File: config.mk
export PLATFORM = sky130hd
export DESIGN_NAME = keyed_field_extractor_top
export DESIGN_NICKNAME = d
export VERILOG_FILES = /design/src/sv/kfe_pkg.sv /design/src/sv/kfe_key_match.sv /design/src/sv/keyed_field_extractor_top.sv
export SDC_FILE = /design/constraint.sdc
export NUM_CORES = 1
export LEC_CHECK = 0
export ABC_CLOCK_PERIOD_IN_PS = 7600
export BUFFER_PORTS_ARGS = -buffer_cell sky130_fd_sc_hd__buf_4
export CAP_MARGIN = 20
export CORE_MARGIN = 2
export CORE_UTILIZATION = 40
export DETAILED_ROUTE_END_ITERATION = 6
export PLACE_DENSITY = 0.64
export SLEW_MARGIN = 15
export SYNTH_ARGS = -nofsm -noshare
export SYNTH_HDL_FRONTEND = slang
export SYNTH_SLANG_ARGS = --single-unit
export TNS_END_PERCENT = 30
File: constraint.sdc
create_clock -name clk -period 7.6 [get_ports clk]
set_input_delay 0.38 -clock clk [delete_from_list [all_inputs] [get_ports clk]]
set_output_delay 0.38 -clock clk [all_outputs]
set_load 0.03 [all_outputs]
File: src/sv/kfe_pkg.sv
`timescale 1ns / 1ps
// ----------------------------------------------------------------------------
// kfe_pkg
// Shared widths and register indexes for the keyed field extractor.
// ----------------------------------------------------------------------------
package kfe_pkg;

  localparam int BYTE_W        = 8;
  localparam int KEY_REG_CHARS = 16;   // key characters held in the two key registers
  localparam int KEY_REG_W     = 64;
  localparam int KEY_LEN_W     = 5;
  localparam int CFG_ADDR_W    = 3;
  localparam int IDX_W         = 6;    // enough for any window index up to 32

  localparam logic [CFG_ADDR_W-1:0] REG_KEY_LOW   = 3'd0;
  localparam logic [CFG_ADDR_W-1:0] REG_KEY_HIGH  = 3'd1;
  localparam logic [CFG_ADDR_W-1:0] REG_KEY_LEN   = 3'd2;
  localparam logic [CFG_ADDR_W-1:0] REG_OPEN_DLM  = 3'd3;
  localparam logic [CFG_ADDR_W-1:0] REG_CLOSE_DLM = 3'd4;

  typedef logic [BYTE_W-1:0] byte_t;

endpackage

File: src/sv/kfe_key_match.sv
`timescale 1ns / 1ps
// ----------------------------------------------------------------------------
// kfe_key_match
// Parallel compare of the byte window against the configured key.
// ----------------------------------------------------------------------------
module kfe_key_match #(
  parameter int KEY_MAX_LEN = 16,
  parameter int LEN_W       = 5
) (
  input  kfe_pkg::byte_t                              win [KEY_MAX_LEN],
  input  logic [kfe_pkg::KEY_REG_CHARS*kfe_pkg::BYTE_W-1:0] key_chars,
  input  logic [LEN_W-1:0]                            eff_len,
  input  logic [LEN_W-1:0]                            seen,
  output logic                                        match
);
  import kfe_pkg::*;

  logic [KEY_MAX_LEN-1:0] pos_ok;

  // window entry j (newest is 0) must equal key character eff_len-1-j
  always_comb begin
    for (int j = 0; j < KEY_MAX_LEN; j++) begin
      logic [IDX_W-1:0] idx;
      byte_t            kc;
      idx = IDX_W'(eff_len) - IDX_W'(j) - IDX_W'(1);
      if (idx < IDX_W'(KEY_REG_CHARS)) begin
        kc = key_chars[idx[3:0]*BYTE_W +: BYTE_W];
      end else begin
        kc = '0;
      end
      if (IDX_W'(j) < IDX_W'(eff_len)) begin
        pos_ok[j] = (win[j] == kc);
      end else begin
        pos_ok[j] = 1'b1;
      end
    end
  end

  assign match = (seen >= eff_len) && (&pos_ok);

endmodule

File: src/sv/keyed_field_extractor_top.sv
`timescale 1ns / 1ps
// ----------------------------------------------------------------------------
// keyed_field_extractor_top
// Finds a configured key in a byte stream and forwards the delimited value.
// ----------------------------------------------------------------------------
// Usage:
//   Input stream s_axis carries one text byte per transfer, tlast on the last
//   byte of a buffer. Output stream m_axis carries value bytes; a transfer
//   with tlast high closes the value (tdata 0), and tuser high on it means
//   the buffer ended before the value was closed.
//   Key, key length and delimiters are written over the cfg_* port while
//   no transfer is in flight.
//   Throughput: one byte per cycle while m_axis is not stalled. Each byte is
//   handled in the cycle it is accepted; its result, if any, is in the output
//   register the next cycle. The key compare is a parallel check of a KEY_MAX_LEN byte
//   window against the key, so that compare sets the cycle time.
//   Reset clears the window, byte count and search state and loads register
//   defaults (key length 1, both delimiters 0x27).
//   When m_axis stalls, the pending result holds and s_axis_tready drops;
//   the input is taken again in the cycle the result is taken.
// ----------------------------------------------------------------------------
module keyed_field_extractor_top #(
  parameter int KEY_MAX_LEN = 16
) (
  input  logic                               clk,
  input  logic                               rst,
  input  logic                               s_axis_tvalid,
  output logic                               s_axis_tready,
  input  logic [7:0]                         s_axis_tdata,   // [7:0] text_byte
  input  logic                               s_axis_tlast,   // last_byte
  output logic                               m_axis_tvalid,
  input  logic                               m_axis_tready,
  output logic [7:0]                         m_axis_tdata,   // [7:0] value_byte
  output logic                               m_axis_tlast,   // value_end
  output logic                               m_axis_tuser,   // [0] not_found
  input  logic                               cfg_we,
  input  logic [kfe_pkg::CFG_ADDR_W-1:0]     cfg_addr,
  input  logic [kfe_pkg::KEY_REG_W-1:0]      cfg_wdata
);
  import kfe_pkg::*;

  localparam int LEN_W = $clog2(KEY_MAX_LEN + 1);

  localparam logic [1:0] PH_KEY   = 2'd0;
  localparam logic [1:0] PH_OPEN  = 2'd1;
  localparam logic [1:0] PH_VALUE = 2'd2;
  localparam logic [1:0] PH_DONE  = 2'd3;

  // configuration
  logic [KEY_REG_W-1:0] key_low;
  logic [KEY_REG_W-1:0] key_high;
  logic [KEY_LEN_W-1:0] key_length;
  byte_t                open_delim;
  byte_t                close_delim;

  // search state
  byte_t                recent [KEY_MAX_LEN];
  byte_t                recent_next [KEY_MAX_LEN];
  logic [LEN_W-1:0]     bytes_seen;
  logic [LEN_W-1:0]     bytes_seen_next;
  logic [1:0]           phase;
  logic [1:0]           phase_next;

  // output register
  logic                 out_valid;
  byte_t                out_value;
  logic                 out_end;
  logic                 out_nf;

  logic                 acc;
  logic [LEN_W-1:0]     eff_len;
  logic [LEN_W-1:0]     seen_inc;
  logic                 match;
  logic                 res_valid;
  byte_t                res_value;
  logic                 res_end;
  logic                 res_nf;

  assign s_axis_tready = !out_valid || m_axis_tready;
  assign acc           = s_axis_tvalid && s_axis_tready;

  always_comb begin
    if (key_length == '0) begin
      eff_len = LEN_W'(1);
    end else if (IDX_W'(key_length) > IDX_W'(KEY_MAX_LEN)) begin
      eff_len = LEN_W'(KEY_MAX_LEN);
    end else begin
      eff_len = LEN_W'(key_length);
    end
  end

  always_comb begin
    recent_next[0] = s_axis_tdata;
    for (int i = 1; i < KEY_MAX_LEN; i++) begin
      recent_next[i] = recent[i-1];
    end
    if (bytes_seen < LEN_W'(KEY_MAX_LEN)) begin
      seen_inc = bytes_seen + LEN_W'(1);
    end else begin
      seen_inc = bytes_seen;
    end
  end

  kfe_key_match #(
    .KEY_MAX_LEN (KEY_MAX_LEN),
    .LEN_W       (LEN_W)
  ) u_match (
    .win       (recent_next),
    .key_chars ({key_high, key_low}),
    .eff_len   (eff_len),
    .seen      (seen_inc),
    .match     (match)
  );

  always_comb begin
    phase_next      = phase;
    bytes_seen_next = bytes_seen;
    res_valid       = 1'b0;
    res_value       = s_axis_tdata;
    res_end         = 1'b0;
    res_nf          = 1'b0;
    unique case (phase)
      PH_KEY: begin
        bytes_seen_next = seen_inc;
        if (match) begin
          phase_next = PH_OPEN;
        end
      end
      PH_OPEN: begin
        if (s_axis_tdata == open_delim) begin
          phase_next = PH_VALUE;
        end
      end
      PH_VALUE: begin
        res_valid = 1'b1;
        if (s_axis_tdata == close_delim) begin
          res_value  = '0;
          res_end    = 1'b1;
          phase_next = PH_DONE;
        end
      end
      PH_DONE: begin
      end
      default: begin
      end
    endcase
    if (s_axis_tlast) begin
      if (phase_next != PH_DONE) begin
        res_valid = 1'b1;
        res_value = '0;
        res_end   = 1'b1;
        res_nf    = 1'b1;
      end
      phase_next      = PH_KEY;
      bytes_seen_next = '0;
    end
  end

  always_ff @(posedge clk) begin
    if (rst) begin
      key_low     <= '0;
      key_high    <= '0;
      key_length  <= KEY_LEN_W'(1);
      open_delim  <= 8'd39;
      close_delim <= 8'd39;
    end else if (cfg_we) begin
      unique case (cfg_addr)
        REG_KEY_LOW:   key_low     <= cfg_wdata;
        REG_KEY_HIGH:  key_high    <= cfg_wdata;
        REG_KEY_LEN:   key_length  <= cfg_wdata[KEY_LEN_W-1:0];
        REG_OPEN_DLM:  open_delim  <= cfg_wdata[BYTE_W-1:0];
        REG_CLOSE_DLM: close_delim <= cfg_wdata[BYTE_W-1:0];
        default: begin
        end
      endcase
    end
  end

  always_ff @(posedge clk) begin
    if (rst) begin
      phase      <= PH_KEY;
      bytes_seen <= '0;
      for (int i = 0; i < KEY_MAX_LEN; i++) begin
        recent[i] <= '0;
      end
    end else if (acc) begin
      phase      <= phase_next;
      bytes_seen <= bytes_seen_next;
      if (s_axis_tlast) begin
        for (int i = 0; i < KEY_MAX_LEN; i++) begin
          recent[i] <= '0;
        end
      end else if (phase == PH_KEY) begin
        for (int i = 0; i < KEY_MAX_LEN; i++) begin
          recent[i] <= recent_next[i];
        end
      end
    end
  end

  always_ff @(posedge clk) begin
    if (rst) begin
      out_valid <= 1'b0;
    end else if (acc) begin
      out_valid <= res_valid;
    end else if (m_axis_tready) begin
      out_valid <= 1'b0;
    end
  end

  always_ff @(posedge clk) begin
    if (acc) begin
      out_value <= res_value;
      out_end   <= res_end;
      out_nf    <= res_nf;
    end
  end

  assign m_axis_tvalid = out_valid;
  assign m_axis_tdata  = out_value;
  assign m_axis_tlast  = out_end;
  assign m_axis_tuser  = out_nf;

`ifndef NO_ASSERTIONS
  a_nf_ends: assert property (@(posedge clk) disable iff (rst)
    (m_axis_tvalid && m_axis_tuser) |-> m_axis_tlast)
    else $error("not_found without value_end");

  a_end_zero: assert property (@(posedge clk) disable iff (rst)
    (m_axis_tvalid && m_axis_tlast) |-> (m_axis_tdata == '0))
    else $error("end transfer carries nonzero data");

  a_rearm: assert property (@(posedge clk) disable iff (rst)
    (acc && s_axis_tlast) |=> (phase == PH_KEY && bytes_seen == '0))
    else $error("last byte did not rearm the search");

  a_seen_sat: assert property (@(posedge clk) disable iff (rst)
    bytes_seen <= LEN_W'(KEY_MAX_LEN))
    else $error("byte count beyond window size");

  a_no_out_idle: assert property (@(posedge clk) disable iff (rst)
    (acc && (phase == PH_KEY || phase == PH_OPEN) && !s_axis_tlast) |=> !m_axis_tvalid)
    else $error("result produced while searching");
`endif

endmodule

Word level (Yosys, flattened, before mapping)
Memory sizes are Yosys's and may differ from the RTL's.
Cells that the tools add are included.
- memories: 1
- logic and storage cells: 266
- memory bits (writable): 128
- bits in registers: 167
- input bits: 81
- shifts and indexed selects: 16
- $lt $le $gt $ge: 35
- bitwise logic cells: 32
- multiplexer cells: 99
- equality and inequality tests: 25
- reduce and logical (&&, ||, !) cells: 16
- add/subtract/negate cells: 31
- memory list (name ; words ; width ; read ports ; clocked after memory_dff ; wr ports ; line ; source):
    recent ; 16 ; 8 ; 15 ; 0 ; 16 ; keyed_field_extractor_top.sv:57 ; byte_t recent [KEY_MAX_LEN];
- operator list (operator ; count):
    $shiftx 128x8->8 ; 16
    $mux 8 ; 52
    $eq 8x8->1 ; 18
    $lt 6x5->1 const B ; 16
    $sub 6x1->6 const B ; 15
    $sub 5x4->6 const B ; 8
    $lt 4x5->1 const A ; 8
    $mux 1 ; 37
    $or 1x1->1 ; 32
    $mux 5 ; 5
    $sub 5x3->6 const B ; 4
    $lt 3x5->1 const A ; 4
    $reduce_and 16->1 ; 1
    $reduce_and 2->1 ; 6
    $sub 5x2->6 const B ; 2
    $lt 1x5->1 const A ; 2
    $lt 2x5->1 const A ; 2
    $mux 2 ; 4
    $eq 3x2->1 const B ; 2
    $pmux 2 s3 ; 1
    $sub 5x1->6 const B ; 1
    $add 5x1->5 const B ; 1
    $ge 5x5->1 ; 1
    $gt 5x5->1 const B ; 1
    13 further kinds ; 15

Longest topological paths before layout
- word-level depth: 17
- mapped depth: 21
- depth with buffers taken out: 16

Hierarchy
A second synthesis with hierarchy kept.
- cells, all modules: 2296
- area total of the unflattened synthesis: 23900.4 um^2
- by module, submodules not included (module ; area each (um^2) ; instances ; sequential area each (um^2) ; cells an instance):
    kfe_key_match ; 13256.5 ; 1 ; 0.0 ; 1283
    keyed_field_extractor_top ; 10644.0 ; 1 ; 6966.7 ; 1013

Worst setup path before layout
Ideal clock, no wire load.
- kind: register to register
- start point: register key_length[4]
- end point: register phase[0]
- required time: 7.513 ns
- clock period less this slack: 4.507 ns
- setup time: 0.087 ns
- setup slack: 3.093 ns
- stages on the path, launching flop included: 19
- data arrival time: 4.420 ns
- cell sequence: dfxtp_1 nor4_4 nor2_2 inv_2 buf_4 buf_4 buf_2 ha_1 clkbuf_1 clkbuf_1 mux4_2 a221oi_1 xor2_1 a31oi_1 o32ai_1 nand4_1 o41ai_1 a31oi_1 o31ai_1
- longest elaborated chain between the ends: 14
- elaborated cells on any way between the ends: 136
- classes of those cells: 30 x add/sub; 34 x order compare; 16 x eq/ne; 16 x shift; 37 x mux; 3 x reduce/logical
- ends and longest elaborated chain (item ; line ; source):
    start: declaration ; keyed_field_extractor_top.sv:52 ; logic [KEY_LEN_W-1:0] key_length;
    start signal: assignment ; keyed_field_extractor_top.sv:170 ; REG_KEY_LEN: key_length <= cfg_wdata[KEY_LEN_W-1:0];
    $gt 5x5->1 ; keyed_field_extractor_top.sv:85 ; end else if (IDX_W'(key_length) > IDX_W'(KEY_MAX_LEN)) begin
    $mux 5 ; keyed_field_extractor_top.sv:85 ;
    $mux 5 (*) ; keyed_field_extractor_top.sv:83 ; if (key_length == '0) begin
    $sub 5x1->6 (tied with other cells) ; kfe_key_match.sv:25 ; idx = IDX_W'(eff_len) - IDX_W'(j) - IDX_W'(1);
    $sub 6x1->6 ; kfe_key_match.sv:25 ;
    $shiftx 128x8->8 / $lt 6x5->1 (equally long branches) ; kfe_key_match.sv:27, kfe_key_match.sv:26 ;
    $mux 8 ; kfe_key_match.sv:26 ; if (idx < IDX_W'(KEY_REG_CHARS)) begin
    $eq 8x8->1 ; kfe_key_match.sv:32 ; pos_ok[j] = (win[j] == kc);
    $mux 1 ; kfe_key_match.sv:31 ; if (IDX_W'(j) < IDX_W'(eff_len)) begin
    $reduce_and 16->1 ; kfe_key_match.sv:39 ; assign match = (seen >= eff_len) && (&pos_ok);
    $logic_and 1x1->1 (*) ; kfe_key_match.sv:39 ;
    $mux 2 (*) ; keyed_field_extractor_top.sv:125 ; if (match) begin
    $pmux 2 s3 (*) ; keyed_field_extractor_top.sv:122 ; unique case (phase)
    $mux 2 (*) ; keyed_field_extractor_top.sv:147 ; if (s_axis_tlast) begin
    end signal: assignment ; keyed_field_extractor_top.sv:187 ; phase <= phase_next;
    end: declaration ; keyed_field_extractor_top.sv:61 ; logic [1:0] phase;
Mark *: on every way between the ends. The rest lies on a longest branch, timed or not.
A chain may end at the register's enable or synchronous reset.

Worst setup path in the final report
Ends and elaborated chain as after synthesis.

==> results_dict.tcl <==
set metrics [dict create \
    status "finished clean" \
    synthesis.nets 2416 \
    crit_path_max_incr_delay_ns 0.74 \
    fin_skew_ns 0.01469 \
    postRouteAntennaNets 0 \
    min_path_type "input port to flip-flop" \
    async_flop_share_pct 0 \
    final_cells 3026 \
    swShare_pct 28.45 \
    intPower_uw 2727 \
    core-area_mm2 0.05141 \
    ys_seq_elements 287 \
    start_util_pct 40.50 \
    hpwl_um 69150 \
    cts_tree "yes" \
    ys_top_cells_by_area "edfxtp_1 (18%), dfxtp_1 (16%), mux4_2 (12%)" \
    placed_cells_incl_taps 2970 \
    period_minus_slack_ns 5.333 \
    fin_nets 2421 \
    yosys.area.top_type "edfxtp_1" \
    cts-resized-gates 0 \
    switchingPower_uw 1084 \
    crit_required_ns 8.11 \
    synth_edf_count 122 \
    via_count 19980 \
    cts.clk_slew.worst_paths_ns 0.07 \
    yosysWarnings 0 \
    drive_gt1_share_pct 16.07 \
    wl_um 90100 \
    syn_area_mm2 0.02082 \
    ys_types 80 \
    antenna_found_initial 0 \
    clock.fmax_mhz 187.5 \
    p_comb_share_pct 14.1 \
    p_clk_share_pct 39.6 \
    wire_per_inst_um 29.77 \
    endpoint_kind "flip-flop" \
    grt_pass1_vias 18410 \
    grt_overflow 0 \
    die_h_um 232.1 \
    fin_setup_tns_ns 0 \
    worstMarginPinSlew_ns 1.258 \
    seqPwrFrac_pct 46.2 \
    io_buffers 92 \
    grt_max_degree 117 \
    cts_sinks 287 \
    vias_per_cell 6.604 \
    setup_violations 0 \
    critical_path_class "flip-flop to flip-flop" \
    max_cap_violations 0 \
    cts_buffers 30 \
    synth.avg_cell_area_um2 8.985 \
    crit_fanout 27 \
    grt_setup_unrepaired "no" \
    powerDensity_mw_per_mm2 165.0 \
    die_w_um 232.1 \
    slew-limit-headroom_pct 15.77 \
    yosys.area.top_type_share_pct 17.60 \
    slew_violations 0 \
    first_pass_iters 7 \
    num_antenna_cells 0 \
    clock_latency_ns 0.59 \
    seq_area_frac_synth_pct 33.47 \
    ioPinCount 93 \
    die-area_mm2 0.05388 \
    syn_to_final_growth_pct 10.95 \
    cp_slowest_cell "dfxtp_2" \
    htree_levels 1 \
    cts_setup_buffers 0 \
    start_kind "flip-flop" \
    remaining_drc_errors 0 \
    worstPathArrival_ns 5.84 \
    p_leak_uw 0.007917 \
    synth_ff_type "dfxtp_1" \
    grt_usage_pct 32.92 \
    ff2ff_setup_slack_ns 2.27 \
    grt_pass1_wl_um 129500 \
    drt_iter0_drc 3018 \
    ctsHoldBuffers 0 \
    synthCells 2317 \
    cts_root_buf "clkbuf_16" \
    clockBufferDepth 3 \
    post-route-period-util_pct 70.17 \
    crit_path_cell_trace "and2b_1, inv_1, ha_1, ha_1, nand2b_1, nor3_1, buf_4, a22o_1, a221oi_1, xnor2_1, nor4_1, o211ai_1, a221oi_1, nand3_1, o31ai_1" \
    place.gp.congestion 1.048 \
    row_count 83 \
    hold_viol 0 \
    ir_drop_v 0.0001830 \
]
## cells in the mapped netlist (10+ instances only)
cell type	instances
nand2_1	374
a21oi_1	194
dfxtp_1	165
and2_1	125
edfxtp_1	122
mux4_2	113
clkbuf_1	109
nor2_1	101
inv_1	84
o21ai_0	77
xnor2_1	65
nand3_1	64
mux2i_1	54
xor2_1	51
a31oi_1	40
o22ai_1	37
a221oi_1	35
buf_2	29
a211oi_1	24
nor3_1	22
buf_1	21
nor2b_1	21
a22oi_1	20
mux2_2	20
nand3b_1	20
nand4_1	20
a222oi_1	19
nand2b_1	19
a22o_1	18
ha_1	18
o211ai_1	17
nor4b_1	16
o32ai_1	13
nor4_1	12
or4b_2	11
or4bb_1	11
o21ai_1	10
## layout by cell type, fill, tap and decap left out, drive strengths merged, types with 21 or more instances in the layout
| master | count |
|---|---|
| a221oi | 37 |
| inv | 87 |
| nor2 | 102 |
| xnor2 | 66 |
| o22ai | 37 |
| and2 | 125 |
| nand2 | 374 |
| mux4 | 114 |
| nor3 | 22 |
| buf | 141 |
| clkbuf | 47 |
| o21ai | 87 |
| a21oi | 196 |
| a211oi | 24 |
| xor2 | 51 |
| nor2b | 21 |
| nand3 | 64 |
| a31oi | 40 |
| mux2i | 54 |
| dfxtp | 165 |
| edfxtp | 122 |
## cell type report
class | count | area (um^2)
clock buffer | 47 | 915.9
clock inverter | 9 | 85.08
fill | 5023 | 28310
inverter | 88 | 332.8
multi-input combinational | 1774 | 12870
sequential | 287 | 6973
tap | 680 | 850.8
timing repair buffer | 141 | 1069
## sequential cells by signal, indices dropped and copies added (netlist names)
| name | flops |
|---|---|
| close_delim | 8 |
| m_axis_tvalid | 1 |
| bytes_seen | 5 |
| phase | 2 |
| recent | 120 |
| m_axis_tlast | 1 |
| m_axis_tdata | 8 |
| m_axis_tuser | 1 |
| key_length | 5 |
| key_high | 64 |
| key_low | 64 |
| open_delim | 8 |
## power groups by stage
stage | Combinational (uW) | Clock [uW] | Sequential [uW]
after floorplan | 329 | 0 | 1750
after global placement | 517 | 0 | 1790
after detailed placement | 523 | 0 | 1790
after CTS | 524 | 1530 | 1760
after global routing | 568 | 1580 | 1760
final | 539 | 1510 | 1760
## routing by layer
layer | track usage [%] | wire length (um) | share of wire, % | vias up
met1 | 44.11 | 35960 | 40 | 9847
met4 | 15.87 | 5466 | 6.1 | 0
met5 | 0 | 0 | 0 | -
met2 | 49.69 | 38950 | 43 | 1237
li1 | - | - | - | 8629
met3 | 8.043 | 9719 | 11 | 270
## critical path: cells and delay by family (launching register included)
family                   cells  cell delay, ns
AO/OA/AOI/OAI                5            1.61
flip-flops                   1            0.74
AND/OR/NAND/NOR              5            1.17
buffers and inverters        2            0.84
XOR/XNOR                     1            0.13
adder cells (fa/ha/maj)      2            0.72
## path summary, 6_finish.rpt
check	cells past startpoint	startpoint	end
max	15	key_length[4]$_SDFFE_PP0P_	phase[0]$_SDFFE_PP0P_
max reg2reg	15	key_length[4]$_SDFFE_PP0P_	phase[0]$_SDFFE_PP0P_
min reg2reg	2	close_delim[4]$_SDFFE_PP0P_	close_delim[4]$_SDFFE_PP0P_
min	3	cfg_wdata[60]	key_high[60]$_SDFFE_PP0P_
## stage by stage
stage          setup slack, ns  instance area, um^2  hold slack, ns  power (uW)  util [%]
2_1_floorplan            3.093                20820          0.4464        2075         -
3_3_place_gp             2.586                22080          0.4547        2305     42.95
3_5_place_dp             2.521                22090          0.4589        2312     42.97
4_1_cts                  2.501                23090         0.01707        3810     44.91
5_1_grt                  2.140                23100         0.02783        3917     44.93
6_report                 2.267                23100         0.03410        3811     44.93
## kinds of logic (layout without fill, tap and decap cells)
family	Yosys count	in the layout	synth area share, %
buf+inv	256	285	5.007
simple gates	858	858	20.65
fa+ha+maj	18	18	1.082
compound gates	593	593	18.81
mux	188	188	16.03
xor+xnor	117	117	4.959
flops	287	287	33.47
Power figures use the tool's default switching activity.
